`src/hw/rtl/ort_pkg.sv`:
```
// Shared types, widths and constants for the orbit point rotator.
// No dependencies; used by every module of the block.
`default_nettype none

package ort_pkg;

   localparam int CORDIC_STAGES = 16;
   localparam int FRACTION_BITS = 4;
   localparam int CORDIC_CELLS  = (CORDIC_STAGES > 32) ? 32 : CORDIC_STAGES;

   localparam int COORD_W    = 24;
   localparam int ANGLE_W    = 18;
   localparam int RADIUS_W   = 20;
   localparam int DIFF_W     = COORD_W + 1;
   localparam int MAG_W      = COORD_W;
   localparam int SQ_W       = 2 * DIFF_W;
   localparam int ROOT_W     = DIFF_W;
   localparam int REM_W      = ROOT_W + 1;
   localparam int PROD_W     = MAG_W + RADIUS_W;
   localparam int QUOT_W     = RADIUS_W + 1;
   localparam int DREM_W     = ROOT_W;
   localparam int SQRT_CELLS = ROOT_W;
   localparam int DIV_CELLS  = QUOT_W;
   localparam int WANG_W     = ANGLE_W + 1;
   localparam int RANG_W     = 16;
   localparam int GAIN_W     = 30;
   localparam int SCALED_W   = QUOT_W + 1;
   localparam int GPROD_W    = SCALED_W + GAIN_W + 1;
   localparam int GAIN_SHIFT = 14;
   localparam int GUARD_BITS = 16;
   localparam int VEC_W      = 40;
   localparam int ATAN_W     = 30;
   localparam int Z_W        = 34;
   localparam int IDX_W      = 5;
   localparam int SUM_W      = COORD_W + 2;

   localparam logic [GAIN_W-1:0] GAIN_Q30 = 30'd652032874;
   localparam logic [ROOT_W-1:0] FRAC_MASK =
      ~((ROOT_W'(1) << FRACTION_BITS) - ROOT_W'(1));

   localparam logic signed [WANG_W-1:0] DEG360 = 19'sd92160;
   localparam logic signed [WANG_W-1:0] DEG180 = 19'sd46080;
   localparam logic signed [WANG_W-1:0] DEG90  = 19'sd23040;

   localparam logic signed [SUM_W-1:0] OUT_MAX = 26'sd8388607;
   localparam logic signed [SUM_W-1:0] OUT_MIN = -26'sd8388608;

   typedef struct packed {
      logic signed [DIFF_W-1:0]  dx;
      logic signed [DIFF_W-1:0]  dy;
      logic [RADIUS_W-1:0]       rad;
      logic signed [COORD_W-1:0] cx;
      logic signed [COORD_W-1:0] cy;
      logic signed [RANG_W-1:0]  ang;
      logic                      flip;
   } sq_side_type;

   typedef struct packed {
      logic [SQ_W-1:0]   n;
      logic [REM_W-1:0]  rem;
      logic [ROOT_W-1:0] root;
      sq_side_type       side;
   } sqrt_data_type;

   typedef struct packed {
      logic signed [COORD_W-1:0] cx;
      logic signed [COORD_W-1:0] cy;
      logic signed [RANG_W-1:0]  ang;
      logic                      flip;
      logic                      zero;
      logic                      neg_x;
      logic                      neg_y;
   } div_side_type;

   typedef struct packed {
      logic [DREM_W-1:0] rem_x;
      logic [QUOT_W-1:0] num_x;
      logic [QUOT_W-1:0] q_x;
      logic [DREM_W-1:0] rem_y;
      logic [QUOT_W-1:0] num_y;
      logic [QUOT_W-1:0] q_y;
      logic [ROOT_W-1:0] den;
      div_side_type      side;
   } div_data_type;

   typedef struct packed {
      logic signed [GPROD_W-1:0] gx;
      logic signed [GPROD_W-1:0] gy;
      logic signed [COORD_W-1:0] cx;
      logic signed [COORD_W-1:0] cy;
      logic signed [RANG_W-1:0]  ang;
      logic                      flip;
      logic                      zero;
   } gain_data_type;

   typedef struct packed {
      logic signed [VEC_W-1:0]   vx;
      logic signed [VEC_W-1:0]   vy;
      logic signed [Z_W-1:0]     z;
      logic signed [COORD_W-1:0] cx;
      logic signed [COORD_W-1:0] cy;
      logic                      zero;
   } cordic_data_type;

   // atan(2^-i) in 2^-24 degree
   function automatic logic [ATAN_W-1:0] atan_at(input logic [IDX_W-1:0] idx);
      logic [ATAN_W-1:0] v;
      unique case (idx)
         5'd0:  v = 30'd754974720;
         5'd1:  v = 30'd445687602;
         5'd2:  v = 30'd235489088;
         5'd3:  v = 30'd119537938;
         5'd4:  v = 30'd60000934;
         5'd5:  v = 30'd30029717;
         5'd6:  v = 30'd15018523;
         5'd7:  v = 30'd7509720;
         5'd8:  v = 30'd3754917;
         5'd9:  v = 30'd1877466;
         5'd10: v = 30'd938734;
         5'd11: v = 30'd469367;
         5'd12: v = 30'd234684;
         5'd13: v = 30'd117342;
         5'd14: v = 30'd58671;
         5'd15: v = 30'd29335;
         5'd16: v = 30'd14668;
         5'd17: v = 30'd7334;
         5'd18: v = 30'd3667;
         5'd19: v = 30'd1833;
         5'd20: v = 30'd917;
         5'd21: v = 30'd458;
         5'd22: v = 30'd229;
         5'd23: v = 30'd115;
         5'd24: v = 30'd57;
         5'd25: v = 30'd29;
         5'd26: v = 30'd14;
         5'd27: v = 30'd7;
         5'd28: v = 30'd4;
         5'd29: v = 30'd2;
         5'd30: v = 30'd1;
         5'd31: v = 30'd0;
      endcase
      return v;
   endfunction

endpackage

`default_nettype wire

```
`src/hw/rtl/ort_div_cell.sv`:
```
// One quotient-bit cell of the restoring divider chain, x and y lanes side by side.
// Depends on ort_pkg.
`default_nettype none

module ort_div_cell (
   input  logic                 clock,
   input  logic                 reset,
   input  logic                 advance,
   input  logic                 in_valid,
   input  ort_pkg::div_data_type in_data,
   output logic                 out_valid,
   output ort_pkg::div_data_type out_data
);

   logic [ort_pkg::DREM_W:0] sh_x;
   logic [ort_pkg::DREM_W:0] sh_y;
   logic [ort_pkg::DREM_W:0] dv;
   logic [ort_pkg::DREM_W:0] diff_x;
   logic [ort_pkg::DREM_W:0] diff_y;
   logic                     ge_x;
   logic                     ge_y;
   logic                     valid_ff;
   logic                     valid_in;
   ort_pkg::div_data_type    data_ff;
   ort_pkg::div_data_type    data_in;

   always_comb begin
      dv     = {1'b0, in_data.den};
      sh_x   = {in_data.rem_x, in_data.num_x[ort_pkg::QUOT_W-1]};
      sh_y   = {in_data.rem_y, in_data.num_y[ort_pkg::QUOT_W-1]};
      diff_x = sh_x - dv;
      diff_y = sh_y - dv;
      ge_x   = (sh_x >= dv);
      ge_y   = (sh_y >= dv);
      data_in.rem_x = ge_x ? diff_x[ort_pkg::DREM_W-1:0] : sh_x[ort_pkg::DREM_W-1:0];
      data_in.rem_y = ge_y ? diff_y[ort_pkg::DREM_W-1:0] : sh_y[ort_pkg::DREM_W-1:0];
      data_in.num_x = {in_data.num_x[ort_pkg::QUOT_W-2:0], 1'b0};
      data_in.num_y = {in_data.num_y[ort_pkg::QUOT_W-2:0], 1'b0};
      data_in.q_x   = {in_data.q_x[ort_pkg::QUOT_W-2:0], ge_x};
      data_in.q_y   = {in_data.q_y[ort_pkg::QUOT_W-2:0], ge_y};
      data_in.den   = in_data.den;
      data_in.side  = in_data.side;
      valid_in      = advance ? in_valid : valid_ff;
   end

   always_ff @(posedge clock) begin
      if (reset) begin
         valid_ff <= 1'b0;
      end else begin
         valid_ff <= valid_in;
      end
   end

   always_ff @(posedge clock) begin
      if (advance) begin
         data_ff <= data_in;
      end
   end

   assign out_valid = valid_ff;
   assign out_data  = data_ff;

endmodule

`default_nettype wire

```
`config.mk`:
```
export PLATFORM = sky130hd
export DESIGN_NAME = ort_div_cell
export DESIGN_NICKNAME = d
export VERILOG_FILES = /design/src/hw/rtl/ort_pkg.sv /design/src/hw/rtl/ort_div_cell.sv
export SDC_FILE = /design/constraint.sdc
export NUM_CORES = 1
export LEC_CHECK = 0
export BUFFER_PORTS_ARGS = -buffer_cell sky130_fd_sc_hd__clkbuf_2
export CAP_MARGIN = 25
export CORE_AREA = 2 2 180 182
export DETAILED_ROUTE_END_ITERATION = 10
export DIE_AREA = 0 0 182 184
export SLEW_MARGIN = 0
export SYNTH_ARGS = -nofsm -noshare
export SYNTH_HDL_FRONTEND = slang
export SYNTH_SLANG_ARGS = --single-unit
export TNS_END_PERCENT = 50
```
`constraint.sdc`:
```
create_clock -name clock -period 3.7 [get_ports clock]
set_clock_uncertainty 0.2 [all_clocks]
set_input_delay 0.37 -clock clock [delete_from_list [all_inputs] [get_ports clock]]
set_output_delay 0.37 -clock clock [all_outputs]
set_load 0.05 [all_outputs]
```
# Word level (Yosys, flattened, before mapping)
# Index checks and enable logic that the tools add are counted.
[word_totals]
regBits = 226
in_bits = 231
elab_cells = 21
[classes]
add_sub_neg = 2
n_lt_le_gt_ge = 2
mux = 2
[op_table]
columns = ["op", "count"]
rows = [
  ["$ge A26 B25 Y1", 2],
  ["$mux W25", 2],
  ["$sub A25 B25 Y25", 2],
]

# Longest topological paths before layout
[depth]
ltp_word = 2
depth_mapped = 13
depth_no_buf = 12

# Worst setup path before layout
# OpenSTA, ideal clock, no wires.
[synth_timing]
path_kind = "input -> register"
startpoint = "input in_data[134] (netlist name)"
endpoint = "register data_ff (netlist bit out_data[136]) (data pin)"
t_arrival_ns = 2.557
t_required_ns = 3.240
setup_slack_ns = 0.683
cell_stages = 12
path_buffers = 1
path_cell_list = "inv_1 > ha_1 > inv_1 > fa_1 > a21oi_1 > o21ai_0 > a211oi_2 > nor3_2 > nand4_2 > and2_1 > buf_2 > mux2_2"
[synth_rtl]
columns = ["element", "line_no", "text"]
rows = [
  ["start: declaration", "ort_div_cell.sv:10", "input ort_pkg::div_data_type in_data,"],
  ["end signal: assignment", "ort_div_cell.sv:56", "data_ff <= data_in;"],
  ["end: declaration", "ort_div_cell.sv:24", "ort_pkg::div_data_type data_ff;"],
]

==> results.py <==
metrics = {
    "hold_path": {
        "hold_class": "input pin to flop",
        "min_from": "in_data[153]",
    },
    "power": {
        "ir_drop_mv": 0.3381,
        "p_total_uw": 8148,
        "p_leak_uw": 0.007082,
        "power_density_mw_per_mm2": 503.0,
    },
    "yosys": {
        "seq_area_frac_synth_pct": 66.26,
        "ys_seq_elements": 226,
        "synth_commonest_cells": "edfxtp_1, nand2_1, ha_1, a21oi_1, o21ai_0",
        "synth_area_per_cell_sq_um": 13.82,
        "netlist_area_sq_mm": 0.01023,
        "ys_top_cells_by_area": "edfxtp_1, ha_1, a21oi_1",
        "synth-async-reset-ratio_pct": 0,
        "yosysUniqueCellTypes": 63,
        "yosys_warnings": 0,
        "synth_most_common_cell": "edfxtp_1",
        "synth_top_area_share_pct": 66.06,
        "synth_top_area_cell": "edfxtp_1",
        "synth_flop_cell": "edfxtp_1",
        "synth_edf_count": 225,
        "syn_inst": 740,
    },
    "timing": {
        "final.period_utilization_pct": 92.66,
        "hold_viol_final": 0,
        "min_period_ps": 3428,
        "tns_ps": 0,
        "holdWs_ps": 40.28,
        "setup_viol": 0,
        "rsz0062_at_grt": "no",
        "max_clock_freq_ghz": 0.2917,
        "final-max-slew-violation-count": 0,
        "relSlewSlack_pct": 49.82,
        "tightest_slew_ps": 752.6,
    },
    "grt": {
        "antenna_found_initial": 6,
        "overflow": 0,
        "grt_pass1_vias": 9221,
        "grt.total_usage_pct": 22.08,
        "grt_first_pass_wirelength_um": 55630,
        "grt_max_degree": 90,
    },
    "setup_path": {
        "critPathArrivalTime_ps": 3500,
        "path_delay_family": "compound AO/OA/AOI/OAI gates",
        "criticalPathCategory": "input pin to flop",
        "endpoint_kind": "flop",
        "cpMaxStageDelayCell": "o311ai_0",
        "worstSetupPathDepth": 12,
        "reg2regPathDepth": 3,
        "cp_max_fo": 5,
        "cp_cell_sequence": "dlygate4sd3_1 -> clkbuf_2 -> inv_1 -> ha_1 -> nand2_1 -> o21ai_0 -> a211oi_2 -> buf_4 -> o311ai_0 -> a211oi_1 -> xnor2_1 -> mux2_2",
        "cpPeakStageDelay_ps": 600,
        "r2r_end": "out_valid",
        "critPathLaunch": "in_data[72]",
        "regToRegSetupSlack_ps": 2370,
        "required_ps": 3770,
        "worstSetupEndpoint": "out_data[159]",
        "start_kind": "input pin",
        "reg2reg_from": "out_valid",
        "worst-path-buf-inv": 4,
    },
    "status": {
        "run_status": "finished clean",
    },
    "clock_tree": {
        "cts_tree": "built",
        "cts-buffers-inserted": 27,
        "clock_latency_ps": 520,
        "cts.sinks": 226,
        "clk_pin_slew_worst_paths_ps": 60,
        "ctsHtreeMaxLevel": 1,
        "clockRootBuffer": "clkbuf_16",
        "ctsLongestPathBuffers": 3,
        "post_cts_buffers": 0,
    },
    "finish": {
        "final_core_util_pct": 51.60,
        "drive_above_1_share_pct": 37.45,
        "area_growth_pct": 58.38,
        "fin_nets": 1720,
        "final_area_sq_mm": 0.01620,
    },
    "place": {
        "place.gp.congestion": 0.8541,
        "post_dp_cell_area_sq_mm": 0.01307,
        "buffer_ports.inserted": 454,
        "hpwl_um": 28580,
    },
    "floorplanning": {
        "dieArea_sq_mm": 0.03349,
        "initial_core_util_pct": 32.58,
        "core_area_sq_mm": 0.03139,
        "io_pins": 459,
        "num_rows": 65,
        "die_y_um": 184,
        "die_w_um": 182,
    },
    "detailed_routing": {
        "dr.first_iter.drc_count": 412,
        "drtAntennaViolNets": 0,
        "route.detailed.drc": 0,
        "wirelength_um": 38800,
        "viasPerCell": 4.808,
        "vias": 8957,
        "firstDrtPassIters": 4,
        "wire_per_inst_um": 20.83,
    },
    "job": {
        "drv_cap": 0,
    },
}
## registers in the layout (all words and copies together), names as in the netlist
signal	count
out_data	225
out_valid	1
## layout make-up
cell class	instances	area, sq um
flip-flops and latches	226	6777
diodes	3	7.507
well taps	402	503.0
clock inverters	13	153.9
fillers	2715	15190
clock buffers	37	763.2
multi-input cells	450	3194
repair buffers	690	4642
inverters	42	157.7
## per-stage QoR
| stage | setup slack [ps] | instances |
|---|---|---|
| after floorplan | 683.0 | 741 |
| after global placement | 245.6 | 1590 |
| after detailed placement | 247.8 | 1590 |
| after CTS | 251.8 | 1860 |
| after global routing | 74.67 | 1861 |
| final | 271.5 | 1863 |
## worst min path at each step
stage | end | slack, ps | cells after the start
3_3_place_gp | out_valid | 280 | 2
5_1_grt | out_data[226] | 60 | 3
6_report | out_data[154] | 40 | 3
4_1_cts | out_data[154] | 20 | 3
2_1_floorplan | out_valid | 240 | 1
3_5_place_dp | out_valid | 290 | 2
## per-layer routing
layer | wire length [um] | track usage (%)
met5 | 34 | 0
met4 | 2027 | 10.45
met3 | 2804 | 5.289
met2 | 18520 | 37.85
met1 | 15420 | 26.22
## cell usage in the layout, fill, tap and decap left out, types with 19 or more instances in the layout
master	synthesis	routed
dlygate4sd3_1	0	220
ha_1	50	50
nand2_1	51	51
clkbuf_2	0	453
mux2_2	19	19
nor2_1	22	22
xnor2_1	23	23
inv_1	40	40
o21ai_0	48	48
a21o_1	19	19
clkbuf_16	0	27
edfxtp_1	225	225
a21oi_1	49	49
nand3_1	19	19
## worst register-to-register path: cells and delay by family (launching register included)
kind | cells | cell delay, ps
buffers and inverters | 1 | 540
flip-flops | 1 | 310
multiplexers | 1 | 130
AND/OR/NAND/NOR | 1 | 50
## where the power goes
group,switching (uW),internal [uW]
Combinational,1540,676
Sequential,74.6,3120
Clock,1090,1650
## logic make-up after synthesis
group / Yosys count / synth area share (%)
XOR/XNOR: 36 / 3.083
AND/OR/NAND/NOR: 152 / 7.475
buffers and inverters: 65 / 2.594
AO/OA/AOI/OAI: 184 / 11.45
multiplexers: 24 / 2.594
adder cells (fa/ha/maj): 52 / 6.508
flip-flops: 226 / 66.26
other: 1 / 0.03667
## repair_timing
action                                  4_1_cts  5_1_grt
endpoints found under the setup margin        0        1
endpoints found under the hold margin       219        0
hold buffers                                220        0
gates resized for setup                       0        1
No activity file was read; power rests on OpenSTA's default activity.
