## src/hw/rtl/ort_pkg.sv

```systemverilog
// Shared types, widths and constants for the orbit point rotator.
// No dependencies; used by every module of the block.
`default_nettype none

package ort_pkg;

   localparam int CORDIC_STAGES = 16;
   localparam int FRACTION_BITS = 4;
   localparam int CORDIC_CELLS  = (CORDIC_STAGES > 32) ? 32 : CORDIC_STAGES;

   localparam int COORD_W    = 24;
   localparam int ANGLE_W    = 18;
   localparam int RADIUS_W   = 20;
   localparam int DIFF_W     = COORD_W + 1;
   localparam int MAG_W      = COORD_W;
   localparam int SQ_W       = 2 * DIFF_W;
   localparam int ROOT_W     = DIFF_W;
   localparam int REM_W      = ROOT_W + 1;
   localparam int PROD_W     = MAG_W + RADIUS_W;
   localparam int QUOT_W     = RADIUS_W + 1;
   localparam int DREM_W     = ROOT_W;
   localparam int SQRT_CELLS = ROOT_W;
   localparam int DIV_CELLS  = QUOT_W;
   localparam int WANG_W     = ANGLE_W + 1;
   localparam int RANG_W     = 16;
   localparam int GAIN_W     = 30;
   localparam int SCALED_W   = QUOT_W + 1;
   localparam int GPROD_W    = SCALED_W + GAIN_W + 1;
   localparam int GAIN_SHIFT = 14;
   localparam int GUARD_BITS = 16;
   localparam int VEC_W      = 40;
   localparam int ATAN_W     = 30;
   localparam int Z_W        = 34;
   localparam int IDX_W      = 5;
   localparam int SUM_W      = COORD_W + 2;

   localparam logic [GAIN_W-1:0] GAIN_Q30 = 30'd652032874;
   localparam logic [ROOT_W-1:0] FRAC_MASK =
      ~((ROOT_W'(1) << FRACTION_BITS) - ROOT_W'(1));

   localparam logic signed [WANG_W-1:0] DEG360 = 19'sd92160;
   localparam logic signed [WANG_W-1:0] DEG180 = 19'sd46080;
   localparam logic signed [WANG_W-1:0] DEG90  = 19'sd23040;

   localparam logic signed [SUM_W-1:0] OUT_MAX = 26'sd8388607;
   localparam logic signed [SUM_W-1:0] OUT_MIN = -26'sd8388608;

   typedef struct packed {
      logic signed [DIFF_W-1:0]  dx;
      logic signed [DIFF_W-1:0]  dy;
      logic [RADIUS_W-1:0]       rad;
      logic signed [COORD_W-1:0] cx;
      logic signed [COORD_W-1:0] cy;
      logic signed [RANG_W-1:0]  ang;
      logic                      flip;
   } sq_side_type;

   typedef struct packed {
      logic [SQ_W-1:0]   n;
      logic [REM_W-1:0]  rem;
      logic [ROOT_W-1:0] root;
      sq_side_type       side;
   } sqrt_data_type;

   typedef struct packed {
      logic signed [COORD_W-1:0] cx;
      logic signed [COORD_W-1:0] cy;
      logic signed [RANG_W-1:0]  ang;
      logic                      flip;
      logic                      zero;
      logic                      neg_x;
      logic                      neg_y;
   } div_side_type;

   typedef struct packed {
      logic [DREM_W-1:0] rem_x;
      logic [QUOT_W-1:0] num_x;
      logic [QUOT_W-1:0] q_x;
      logic [DREM_W-1:0] rem_y;
      logic [QUOT_W-1:0] num_y;
      logic [QUOT_W-1:0] q_y;
      logic [ROOT_W-1:0] den;
      div_side_type      side;
   } div_data_type;

   typedef struct packed {
      logic signed [GPROD_W-1:0] gx;
      logic signed [GPROD_W-1:0] gy;
      logic signed [COORD_W-1:0] cx;
      logic signed [COORD_W-1:0] cy;
      logic signed [RANG_W-1:0]  ang;
      logic                      flip;
      logic                      zero;
   } gain_data_type;

   typedef struct packed {
      logic signed [VEC_W-1:0]   vx;
      logic signed [VEC_W-1:0]   vy;
      logic signed [Z_W-1:0]     z;
      logic signed [COORD_W-1:0] cx;
      logic signed [COORD_W-1:0] cy;
      logic                      zero;
   } cordic_data_type;

   // atan(2^-i) in 2^-24 degree
   function automatic logic [ATAN_W-1:0] atan_at(input logic [IDX_W-1:0] idx);
      logic [ATAN_W-1:0] v;
      unique case (idx)
         5'd0:  v = 30'd754974720;
         5'd1:  v = 30'd445687602;
         5'd2:  v = 30'd235489088;
         5'd3:  v = 30'd119537938;
         5'd4:  v = 30'd60000934;
         5'd5:  v = 30'd30029717;
         5'd6:  v = 30'd15018523;
         5'd7:  v = 30'd7509720;
         5'd8:  v = 30'd3754917;
         5'd9:  v = 30'd1877466;
         5'd10: v = 30'd938734;
         5'd11: v = 30'd469367;
         5'd12: v = 30'd234684;
         5'd13: v = 30'd117342;
         5'd14: v = 30'd58671;
         5'd15: v = 30'd29335;
         5'd16: v = 30'd14668;
         5'd17: v = 30'd7334;
         5'd18: v = 30'd3667;
         5'd19: v = 30'd1833;
         5'd20: v = 30'd917;
         5'd21: v = 30'd458;
         5'd22: v = 30'd229;
         5'd23: v = 30'd115;
         5'd24: v = 30'd57;
         5'd25: v = 30'd29;
         5'd26: v = 30'd14;
         5'd27: v = 30'd7;
         5'd28: v = 30'd4;
         5'd29: v = 30'd2;
         5'd30: v = 30'd1;
         5'd31: v = 30'd0;
      endcase
      return v;
   endfunction

endpackage

`default_nettype wire

```

## src/hw/rtl/ort_sqrt_cell.sv

```systemverilog
// One digit cell of the integer square root chain: two radicand bits in, one root bit out.
// Depends on ort_pkg.
`default_nettype none

module ort_sqrt_cell (
   input  logic                  clock,
   input  logic                  reset,
   input  logic                  advance,
   input  logic                  in_valid,
   input  ort_pkg::sqrt_data_type in_data,
   output logic                  out_valid,
   output ort_pkg::sqrt_data_type out_data
);

   logic [ort_pkg::REM_W+1:0] rem_sh;
   logic [ort_pkg::REM_W+1:0] trial;
   logic [ort_pkg::REM_W+1:0] diff;
   logic                      ge;
   logic                      valid_ff;
   logic                      valid_in;
   ort_pkg::sqrt_data_type    data_ff;
   ort_pkg::sqrt_data_type    data_in;

   always_comb begin
      rem_sh = {in_data.rem, in_data.n[ort_pkg::SQ_W-1 -: 2]};
      trial  = {1'b0, in_data.root, 2'b01};
      diff   = rem_sh - trial;
      ge     = (rem_sh >= trial);
      data_in.n    = {in_data.n[ort_pkg::SQ_W-3:0], 2'b00};
      data_in.rem  = ge ? diff[ort_pkg::REM_W-1:0] : rem_sh[ort_pkg::REM_W-1:0];
      data_in.root = {in_data.root[ort_pkg::ROOT_W-2:0], ge};
      data_in.side = in_data.side;
      valid_in     = advance ? in_valid : valid_ff;
   end

   always_ff @(posedge clock) begin
      if (reset) begin
         valid_ff <= 1'b0;
      end else begin
         valid_ff <= valid_in;
      end
   end

   always_ff @(posedge clock) begin
      if (advance) begin
         data_ff <= data_in;
      end
   end

   assign out_valid = valid_ff;
   assign out_data  = data_ff;

endmodule

`default_nettype wire

```

## config.mk

```make
export PLATFORM = sky130hd
export DESIGN_NAME = ort_sqrt_cell
export DESIGN_NICKNAME = d
export VERILOG_FILES = /design/src/hw/rtl/ort_pkg.sv /design/src/hw/rtl/ort_sqrt_cell.sv
export SDC_FILE = /design/constraint.sdc
export NUM_CORES = 1
export LEC_CHECK = 0
export ABC_AREA = 1
export BUFFER_PORTS_ARGS = -buffer_cell sky130_fd_sc_hd__buf_2
export CAP_MARGIN = 20
export CORE_AREA = 2 2 183 185
export DETAILED_ROUTE_END_ITERATION = 8
export DIE_AREA = 0 0 185 187
export HOLD_SLACK_MARGIN = 0.15
export PLACE_DENSITY = 0.58
export SETUP_SLACK_MARGIN = 0.05
export SLEW_MARGIN = 10
export SYNTH_ARGS = -nofsm -noshare
export SYNTH_HDL_FRONTEND = slang
export SYNTH_SLANG_ARGS = --single-unit
```

## constraint.sdc

```tcl
create_clock -name clock -period 6.8 [get_ports clock]
set_clock_uncertainty 0.2 [all_clocks]
set_input_delay 1.36 -clock clock [delete_from_list [all_inputs] [get_ports clock]]
set_output_delay 1.36 -clock clock [all_outputs]
set_load 0.005 [all_outputs]
```

## Word-level counts from Yosys, hierarchy flattened

Cells that the tools add are included.

- Register bits: 235
- Bits in latches: 0
- Bits in writable memories: 0
- ROM bits: 0
- Input port bits: 240
- Logic and storage cells: 14
- Memories kept: 0

- $add $sub $neg: 1
- Multiply operators: 0
- Divide/modulo/power cells: 0
- Order comparisons: 1
- Equal/unequal tests: 0
- Shift operators: 0
- Mux-type cells: 1
- Bitwise gates (word level): 0
- Reductions and logical operators: 0

Operators with widths:

| kind | number |
|---|---|
| greater-or-equal comparator 28 x 27 -> 1 bit | 1 |
| 2-to-1 mux 26 bit | 1 |
| subtractor 26 bit | 1 |

## Depth between registers and ports, before layout

Gate-level depths: netlist of the first run.

- Word-level depth: 2
- Gate-level depth with buffers: 14
- Mapped depth without buffers: 13

## Worst setup path after synthesis of the first run

Ideal clock, no wire load.

- Path kind: in2reg
- From: input port in_data[147] in the netlist's numbering
- To: register data_ff, in the netlist out_data[185] (data pin)
- Library setup time: 0.253 ns
- Arrival time: 2.783 ns
- Slack: 3.564 ns
- Cell stages on the path: 14
- Path buffers: 2
- Cells stage by stage: inv_1 ha_1 nand2_2 inv_1 nand2_1 nand2_1 nand2_1 nand2_1 a21oi_4 nand3_2 buf_6 buf_6 nand3_1 nand2_1

RTL lines:

| element | line | text |
|---|---|---|
| start: declaration | ort_sqrt_cell.sv:10 | `input ort_pkg::sqrt_data_type in_data,` |
| end signal: assignment | ort_sqrt_cell.sv:46 | `data_ff <= data_in;` |
| end: declaration | ort_sqrt_cell.sv:21 | `ort_pkg::sqrt_data_type data_ff;` |

==> run metrics, run 1 <==
WS Path Type in -> reg; Root Driver clkbuf_16; initial core utilization 0.291; CTS HTree Levels 1; Placer Congestion 0.879; input/output buffers 474; final hold vios 0; Design Area, Final 13400 sq um; max-cap violation count 0; clock net sink count 235; vias 7412; Distinct cells, synth 31; Slew headroom 0.297; Cell Count, Final, Fillers Out 1723; Final ANT Viol Nets 0; Top FF cell, synth edfxtp_1; Syn-to-layout area delta 40.3%; Cell Area, Placed 12500 sq um; cell with the largest stage delay on the worst path nand3_2; Final min period 3.89 ns; sequential share of the synthesized area 0.736; power density over the cells 283 nW/um^2; drt via density 4.30; # DRC 0; GRT Util Overall 0.183; dpl hpwl 26600 um; top cell type's share of synthesized area 0.734; clock transition at the registers of the reported paths 0.06 ns; Post-synth EDFFs 234; total wire length 33500 um; RSZ-0062 raised after global routing no; Commonest cells post-synth edfxtp_1, nand2_1, inv_1, nor2_1, ha_1; Critical Path Start Type input port; HP Class reg -> reg; final setup fails 0; num ports 477; period utilization 0.572; clock latency at the later pin of the worst-skew pair 0.54 ns; outcome completed; syn avg cell area 12.8 sq um; Initial DRC Count 460; Max VDD drop 0.163 mV; share of layout cells above drive strength 1 0.429; Max clock buf depth 3; first-pass GRT wire length 46500 um; fmax 257 MHz; Nets 1514; Final Max Tran Viols 0; CTS buffer count 28; die height 187 um; Synth Warn # 0; chip width 185 um; largest net degree at the start of global routing 135; DR pass1 iterations 5; Core ar. 32900 sq um; hold_sp out_valid; CP Data Required Time 6.89 ns; worst-margin pin slew 1.05 ns; FFs w/ async S/R, synth 0; Synth Register Bits 235; FP Rows 67; critical path arrival 3.97 ns; CP max FO 38; die area 34600 sq um; Critical Path Start in_data[147]; post-cts sizing count 0; CTS hold repair buffers 0; R2R Path Start out_valid; vias in the first global route 7303; CP endpoint kind flip-flop; leakage power 0.00634 uW; Fin Setup TNS 0 ns; CP Cell Sequence buf_2, inv_1, ha_1, nand2_2, inv_1, nand2_1, nand2_1, nand2_1, nand2_1, a21oi_4, nand3_2, nand3_1, nand2_1; top-count cell post-synth edfxtp_1; Wirelength per Cell 19.5 um; CP peak stage delay 0.78 ns; total grt overflow 0; Post-Syn Instances 750; CTS tree built; setup bufs post-CTS 0; mapped cell area 9570 sq um; Synth area leader edfxtp_1; Synth area leaders edfxtp_1, nand2_1, inv_1; placed cell count 1665; Final Total Pwr 3800 uW; initial antenna violation count 17; cell mode on critical path nand2_1
stage by stage:
step	setup slack, ns	utilization	hold slack, ns
finish	2.91	0.409	0.298
global route	2.58	0.409	0.346
CTS	2.86	0.408	0.300
detailed placement	2.26	0.379	0.283
global placement	2.30	0.379	0.278
floorplan	3.56	-	0.285
sequential cells by signal (all words and copies together) (netlist names):
signal / count
out_data: 234
out_valid: 1
kinds of logic after synthesis:
logic type	share of synthesized area
XOR/XNOR	0.0110
multiplexers	0.00105
flip-flops	0.736
AND/OR/NAND/NOR	0.144
adder cells (fa/ha/maj)	0.0353
AO/OA/AOI/OAI	0.0153
buffers and inverters	0.0571
other	0.000392
worst max-delay path, delay by kind of cell:
family	cells	cell delay (ns)
AND/OR/NAND/NOR	8	1.59
buffers and inverters	3	0.20
AO/OA/AOI/OAI	1	0.46
adder cells (fa/ha/maj)	1	0.36
worst paths after layout:
kind,cells past startpoint,slack [ns],end
setup / recovery,13,2.91,out_data[185]
hold / removal,2,0.30,out_valid
setup reg to reg,2,6.02,out_valid
hold reg to reg,2,0.30,out_valid
where the power goes:
part / internal (uW) / switching (uW) / total, uW
registers: 1740 / 31.2 / 1770
logic: 199 / 285 / 484
clock network: 931 / 616 / 1550
total: 2870 / 932 / 3800
area by class of cell:
cell class                      count  area (sq um)
Timing Repair Buffer              476          2400
Clock inverter                     19           210
Antenna cell                        6          15.0
Tap cell                          448           561
Multi-Input combinational cell    379          1980
Fill cell                        3287         19400
Inverter                          127           477
Sequential cell                   235          7050
Clock buffer                       33           741
per-layer routing:
layer	wire length [um]	global-route usage	vias up
li1	-	-	3530
met1	12200	0.200	3495
met2	16900	0.331	300
met3	3550	0.0726	65
met4	678	0.0430	22
met5	139	0	-
placed cells by master, fill, tap and decap left out, drive strengths merged:
| cell type | Yosys | layout |
|---|---|---|
| a21oi | 12 | 12 |
| and2 | 1 | 1 |
| buf | 7 | 476 |
| bufinv | 0 | 4 |
| clkbuf | 3 | 33 |
| clkinv | 1 | 10 |
| clkinvlp | 0 | 5 |
| conb | 1 | 2 |
| dfxtp | 1 | 1 |
| diode | 0 | 6 |
| edfxtp | 234 | 234 |
| ha | 27 | 27 |
| inv | 126 | 127 |
| mux2i | 1 | 1 |
| nand2 | 212 | 212 |
| nand3 | 33 | 33 |
| nand3b | 7 | 7 |
| nand4 | 21 | 21 |
| nor2 | 34 | 34 |
| nor3 | 2 | 2 |
| nor4 | 1 | 1 |
| o21ai | 12 | 12 |
| o21bai | 2 | 2 |
| xnor2 | 1 | 1 |
| xor2 | 11 | 11 |
(Power assumes the default switching activity.)
==> inputs of run 2 (changes only) <==
ABC_AREA = 0   (was 1)
CORE_AREA = 2 2 184 186   (was 2 2 183 185)
DIE_AREA = 0 0 186 188   (was 0 0 185 187)
clock period = 3.4 ns   (was 6.8 ns; I/O delays follow)
==> run 2 against run 1 <==
Against the previous run: synthesized cell count is 30% lower; synthesized area is 4.8% lower; global-route usage is 0.37 points higher; register-to-register slack worse by 3.4 ns; power is 110% higher; sequential power is 100% higher; final area is 15% higher; wire length is 2.5% higher; first-iteration DRC count is 18% lower.
==> run metrics, run 2 <==
outcome completed; commonest non-fill, non-tap cell in the layout buf_2; Fin Setup TNS 0 ns (unchanged); vias 7615 (+2.7%); Synth Register Bits 235 (unchanged); Wirelength per Cell 19.8 um (+1.5%); CP endpoint kind flip-flop; WS Path Type in -> reg; Post-Syn Instances 525 (-30%); largest net degree at the start of global routing 68 (-50%); CTS buffer count 28 (unchanged); DR pass1 iterations 5 (unchanged); Placer Congestion 0.852 (-3.0%); die area 35000 sq um (+1.1%); first-pass GRT wire length 48700 um (+4.7%); top-count cell post-synth edfxtp_1; Combinational Power Share 0.160 (+0.033); power density over the cells 511 nW/um^2 (+80%); dpl hpwl 24500 um (-7.7%); Synth Warn # 0 (unchanged); total grt overflow 0 (unchanged); Commonest cells post-synth edfxtp_1, inv_1, ha_1, a21oi_1, nor2_1; final hold vios 0 (unchanged); sequential share of the synthesized area 0.773 (+0.0370); FFs w/ async S/R, synth 0 (unchanged); Switch Pwr 1900 uW (+100%); power share of the clock group 0.390 (-0.017); Post-synth EDFFs 234 (unchanged); R2R setup slack 2.58 ns (-3.44 ns); Critical Path Start Type input port; cells on worst reg2reg path 2 (unchanged); total wire length 34400 um (+2.5%); Core ar. 33100 sq um (+0.77%); initial core utilization 0.275 (-0.0160); Cell Count, Final, Fillers Out 1739 (+0.93%); clock transition at the registers of the reported paths 0.06 ns (about the same); FP Rows 67 (unchanged); mapped cell area 9120 sq um (-4.8%); Final min period 3.28 ns; CTS tree built; fmax 305 MHz; Top FF cell, synth edfxtp_1; period utilization 0.964; CP Data Required Time 3.49 ns (-3.40 ns); initial antenna violation count 6 (-11); Slew headroom 0.623 (+0.326); Max VDD drop 0.359 mV (+120%); Nets 1531 (+1.1%); Pint 5980 uW (+110%); Crit Reg-Reg Endpoint out_valid; worst hold stages 3 (+1); vias in the first global route 7902 (+8.2%); worst-margin pin slew 0.566 ns (-0.488 ns); RSZ-0062 raised after global routing yes; Syn-to-layout area delta 69.4%; switching part of the total 0.241 (-0.00378); Synth area leader edfxtp_1; num ports 477 (unchanged); fill count 2901 (-12%); CTS HTree Levels 1 (unchanged); share of layout cells above drive strength 1 0.460 (+0.0312); placed cell count 1471 (-12%); drt via density 4.38 (+1.8%); Max clock buf depth 3 (unchanged); commonest cells after routing, fill and taps aside buf_2, edfxtp_1, dlygate4sd3_1; Distinct cells, synth 56 (+81%); # DRC 0 (unchanged); GRT Util Overall 0.187 (+0.00370); leakage power 0.00669 uW (+5.6%); chip width 186 um (+0.54%); Initial DRC Count 378 (-18%); Root Driver clkbuf_16; critical path arrival 3.36 ns (-0.61 ns); hold_sp in_valid; die height 188 um (+0.53%); hold-critical path endpoint out_valid; Final ANT Viol Nets 0 (unchanged); input/output buffers 474 (unchanged); max-cap violation count 0 (unchanged); Final Max Tran Viols 0 (unchanged); clock latency at the later pin of the worst-skew pair 0.54 ns (about the same); Synth area leaders edfxtp_1, ha_1, mux2_4; syn avg cell area 17.4 sq um (+36%); max reg flops 234 (unchanged); clock net sink count 235 (unchanged); sequential share of power 0.451 (-0.015); R2R Path Start out_valid; top cell type's share of synthesized area 0.771 (+0.0369); HP Class in -> reg; CP max FO 12 (-68%); final setup fails 0 (unchanged)
[run 2: per-stage QoR]
step           worst slack, ns  power, uW  utilization  cell area, sq um  hold slack [ns]
2_1_floorplan            0.275       3990            -              9120            0.285
3_3_place_gp            0.0367       4630        0.371             12300            0.284
3_5_place_dp            0.0304       4640        0.371             12300            0.305
4_1_cts                 0.0702       7940        0.463             15300            0.171
5_1_grt                 0.0225       8200        0.466             15400            0.181
6_report                 0.122       7880        0.466             15400            0.207
[run 2: how the worst max path moves through the flow]
stage,startpoint,cells past startpoint,slack (ns),end
2_1_floorplan,in_data[136],11,0.27,out_data[163]
3_3_place_gp,in_data[135],11,0.04,out_data[183]
3_5_place_dp,in_data[147],12,0.03,out_data[170]
4_1_cts,in_data[135],12,0.07,out_data[181]
5_1_grt,in_data[135],12,0.02,out_data[183]
6_report,in_data[136],13,0.12,out_data[168]
[run 2: cell families (layout without fill, tap and decap cells)]
logic type	Yosys count	count (layout)	synth area share
AOI/OAI and AO/OA	100	100	0.0763
xor gates and xnor gates	15	15	0.0144
adders and majority gates	27	27	0.0371
buffers and inverters	43	802	0.0203
DFF	235	235	0.773
muxes	17	17	0.0274
other	1	8	0.000411
and+or+nand+nor	87	87	0.0511
[run 2: power groups by stage]
stage | clock (uW) | combinational, uW | sequential, uW
finish | 3070 | 1260 | 3550
CTS | 3150 | 1240 | 3550
detailed placement | 0 | 1030 | 3610
global placement | 0 | 1020 | 3600
floorplan | 0 | 347 | 3640
global route | 3260 | 1360 | 3580
[run 2: repair_timing]
| item | in CTS | in global routing |
|---|---|---|
| hold endpoints to repair | 207 | 0 |
| setup buffers | 0 | 4 |
| setup endpoints to repair | 0 | 19 |
| hold buffers | 207 | 0 |
| gates resized for setup | 0 | 14 |
[run 2: cell type report]
type                            instances  area [sq um]  share of cell area
Tap cell                              448           561              0.0363
Multi-Input combinational cell        248          1960               0.127
Timing Repair Buffer                  718          4780               0.310
Clock buffer                           37           776              0.0502
Clock inverter                         14           174              0.0113
Inverter                               33           124             0.00802
Antenna cell                            6          15.0            0.000973
Sequential cell                       235          7050               0.456
[run 2: metal layers]
metal  track usage  vias to the layer above  wire [um]
met3        0.0491                       89       2790
met5             0                        -          0
li1              -                     3528          -
met1         0.211                     3645      12800
met2         0.323                      353      16900
met4        0.0972                        0       1900
[run 2: critical path, stage by stage]
cell,delay [ns]
dlygate4sd3_1,0.52
buf_2,0.11
inv_1,0.04
ha_1,0.33
o211ai_2,0.21
a21oi_4,0.06
o211ai_4,0.19
a21oi_2,0.10
o311a_4,0.43
nor2_8,0.16
inv_2,0.08
buf_12,0.16
mux2_4,0.30
==> inputs of run 3 (changes only) <==
==> constraint.sdc (replaced) <==
create_clock -name clock -period 3.4 [get_ports clock]
set_clock_uncertainty 0.2 [all_clocks]
set_input_delay 0.17 -clock clock [delete_from_list [all_inputs] [get_ports clock]]
set_output_delay 0.17 -clock clock [all_outputs]
set_load 0.005 [all_outputs]
==> run 3 against run 2 <==
Against the previous run: the run now fails in 4_1_cts; synthesized area is the same; synthesized cell count is the same.
==> run metrics, run 3 <==
outcome did not finish; Stop stage 4_1_cts; Err [ERROR RSZ-0060] Max buffer count reached.; Synth Register Bits 235 (unchanged); die height 188 um (unchanged); Post-Syn Instances 525 (unchanged); CTS HTree Levels 1 (unchanged); CTS buffer count 28 (unchanged); syn avg cell area 17.4 sq um (unchanged); Placer Congestion 0.845 (-0.90%); Top FF cell, synth edfxtp_1; Distinct cells, synth 56 (unchanged); num ports 477 (unchanged); mapped cell area 9120 sq um (unchanged); Post-synth EDFFs 234 (unchanged); dpl hpwl 23600 um (-3.6%); post-cts sizing count 0 (unchanged); Root Driver clkbuf_16; top cell type's share of synthesized area 0.771 (unchanged); initial core utilization 0.275 (unchanged); FFs w/ async S/R, synth 0 (unchanged); Synth area leader edfxtp_1; chip width 186 um (unchanged); Max clock buf depth 3 (unchanged); input/output buffers 474 (unchanged); top-count cell post-synth edfxtp_1; Synth Warn # 0 (unchanged); Commonest cells post-synth edfxtp_1, inv_1, ha_1, a21oi_1, nor2_1; FP Rows 67 (unchanged); setup bufs post-CTS 0 (unchanged); clock net sink count 235 (unchanged); Synth area leaders edfxtp_1, ha_1, mux2_4; sequential share of the synthesized area 0.773 (unchanged); CTS hold repair buffers 301 (+45%)
==> run 3: stage by stage <==
step           std cells  utilization  hold WS, ns  setup WS, ns  instance area [sq um]
2_1_floorplan        526            -       0.0424         0.785                   9120
3_3_place_gp        1449        0.366        0.133         0.218                  12100
3_5_place_dp        1449        0.366        0.131         0.159                  12100
==> run 3: cells by family after synthesis <==
group,after synthesis,synth area share
flip-flops,235,0.773
multiplexers,17,0.0274
other,1,0.000411
AO/OA/AOI/OAI,100,0.0763
adder cells (fa/ha/maj),27,0.0371
buffers and inverters,43,0.0203
XOR/XNOR,15,0.0144
AND/OR/NAND/NOR,87,0.0511
==> inputs of run 4 (changes only) <==
CORE_AREA = unset   (was 2 2 184 186)
CORE_MARGIN = 2   (was unset)
CORE_UTILIZATION = 25   (was unset)
DIE_AREA = unset   (was 0 0 186 188)
HOLD_SLACK_MARGIN = unset   (was 0.15)
PLACE_DENSITY = unset   (was 0.58)
PLACE_DENSITY_LB_ADDON = 0.15   (was unset)
SETUP_SLACK_MARGIN = unset   (was 0.05)
clock period = 4.4 ns   (was 3.4 ns; I/O delays follow)
==> run 4 against run 3 <==
Against the previous run: the run now ends clean.
==> run metrics, run 4 (synthesis gave the netlist of run 2 again) <==
Wirelength per Cell 18.5 um; Crit Reg-Reg Endpoint out_valid; initial antenna violation count 5; total grt overflow 0; vias in the first global route 7499; largest net degree at the start of global routing 85; die height 195 um (+3.7%); die area 38000 sq um; # DRC 0; Hold WS 0.160 ns; R2R Path Start out_valid; CP Data Required Time 4.49 ns; final setup fails 0; RSZ-0062 raised after global routing no; Placer Congestion 0.804 (-4.8%); clock net sink count 235 (unchanged); Root Driver clkbuf_16; dpl hpwl 23700 um (about the same); WS Path Type in -> reg; Final min period 3.27 ns; worst-margin pin slew 1.05 ns; leakage power 0.00663 uW; GRT Util Overall 0.161; setup bufs post-CTS 0 (unchanged); critical path arrival 3.36 ns; Core ar. 35700 sq um; num ports 477 (unchanged); total wire length 32300 um; commonest non-fill, non-tap cell in the layout buf_2; clock transition at the registers of the reported paths 0.06 ns; initial core utilization 0.255 (-0.0202); HP Class in -> reg; drt via density 4.22; CP max FO 20; power density over the cells 396 nW/um^2; share of layout cells above drive strength 1 0.428; R2R setup slack 3.06 ns; Slew headroom 0.289; Final Max Tran Viols 0; Initial DRC Count 276; final hold vios 0; hold_sp in_data[185]; DR pass1 iterations 4; first-pass GRT wire length 46400 um; CTS HTree Levels 1 (unchanged); Critical Path Start Type input port; input/output buffers 474 (unchanged); Max VDD drop 0.240 mV; Fin Setup TNS 0 ns; hold-critical path endpoint out_data[174]; CTS tree built; outcome completed; fmax 306 MHz; Syn-to-layout area delta 68.8%; FP Rows 69 (+3.0%); Max clock buf depth 3 (unchanged); CP endpoint kind flip-flop; Cell Area, Placed 12100 sq um (-0.42%); max-cap violation count 0; period utilization 0.743; Nets 1525; clock latency at the later pin of the worst-skew pair 0.54 ns; commonest cells after routing, fill and taps aside buf_2, dlygate4sd3_1, edfxtp_1; cells on worst reg2reg path 3; CTS buffer count 28 (unchanged); Final ANT Viol Nets 0; chip width 195 um (+4.8%); vias 7349; Design Area, Final 15400 sq um; worst hold stages 5; max reg flops 234
-- run 4: worst max-delay path by stage --
stage / start / end / slack, ns / depth (start not counted)
3_3_place_gp: in_data[234] / out_data[165] / 1.12 / 11
5_1_grt: in_data[137] / out_data[177] / 0.93 / 12
6_report: in_data[137] / out_data[175] / 1.13 / 12
2_1_floorplan: in_data[136] / out_data[163] / 1.73 / 11
3_5_place_dp: in_data[160] / out_data[169] / 1.10 / 10
4_1_cts: in_data[160] / out_data[173] / 1.12 / 11
-- run 4: cell type report --
| class | instances | area (sq um) |
|---|---|---|
| flip-flops and latches | 235 | 7050 |
| clock buffers | 30 | 729 |
| repair buffers | 712 | 4780 |
| inverters | 33 | 124 |
| multi-input cells | 248 | 1890 |
| diodes | 2 | 5.00 |
| clock inverters | 21 | 238 |
| well taps | 461 | 577 |
| fillers | 3404 | 20300 |
-- run 4: repair_timing --
item / in CTS / in global routing
resized for setup: 0 / 0
setup endpoints to repair: 0 / 0
endpoints found under the hold margin: 302 / 0
hold buffers: 236 / 0
-- run 4: metal layers --
layer	routed length [um]	vias up	GRT usage
met5	45	-	0
met4	859	6	0.0483
met2	16400	300	0.289
met3	2040	51	0.0385
li1	-	3513	-
met1	13000	3479	0.190
-- run 4: critical path, stage by stage --
cell           delay [ns]
dlygate4sd3_1        0.53
buf_2                0.12
inv_1                0.04
ha_1                 0.37
o211ai_2             0.13
a21oi_2              0.20
o211ai_4             0.13
a21oi_2              0.35
o311a_4              0.32
nor2_8               0.08
inv_2                0.51
mux2_4               0.35
-- run 4: per-stage QoR --
stage	utilization	setup slack, ns	std cells	total power, uW
final	0.431	1.13	1742	6100
after global routing	0.431	0.935	1741	6360
after CTS	0.431	1.12	1740	6210
after detailed placement	0.337	1.10	1453	3540
after global placement	0.337	1.12	1453	3530
after floorplan	-	1.73	526	3080
-- run 4: power breakdown --
part	internal [uW]	leakage, uW	switching (uW)
Clock	1490	0.000467	954
Sequential	2690	0.00230	46.3
Combinational	485	0.00386	436
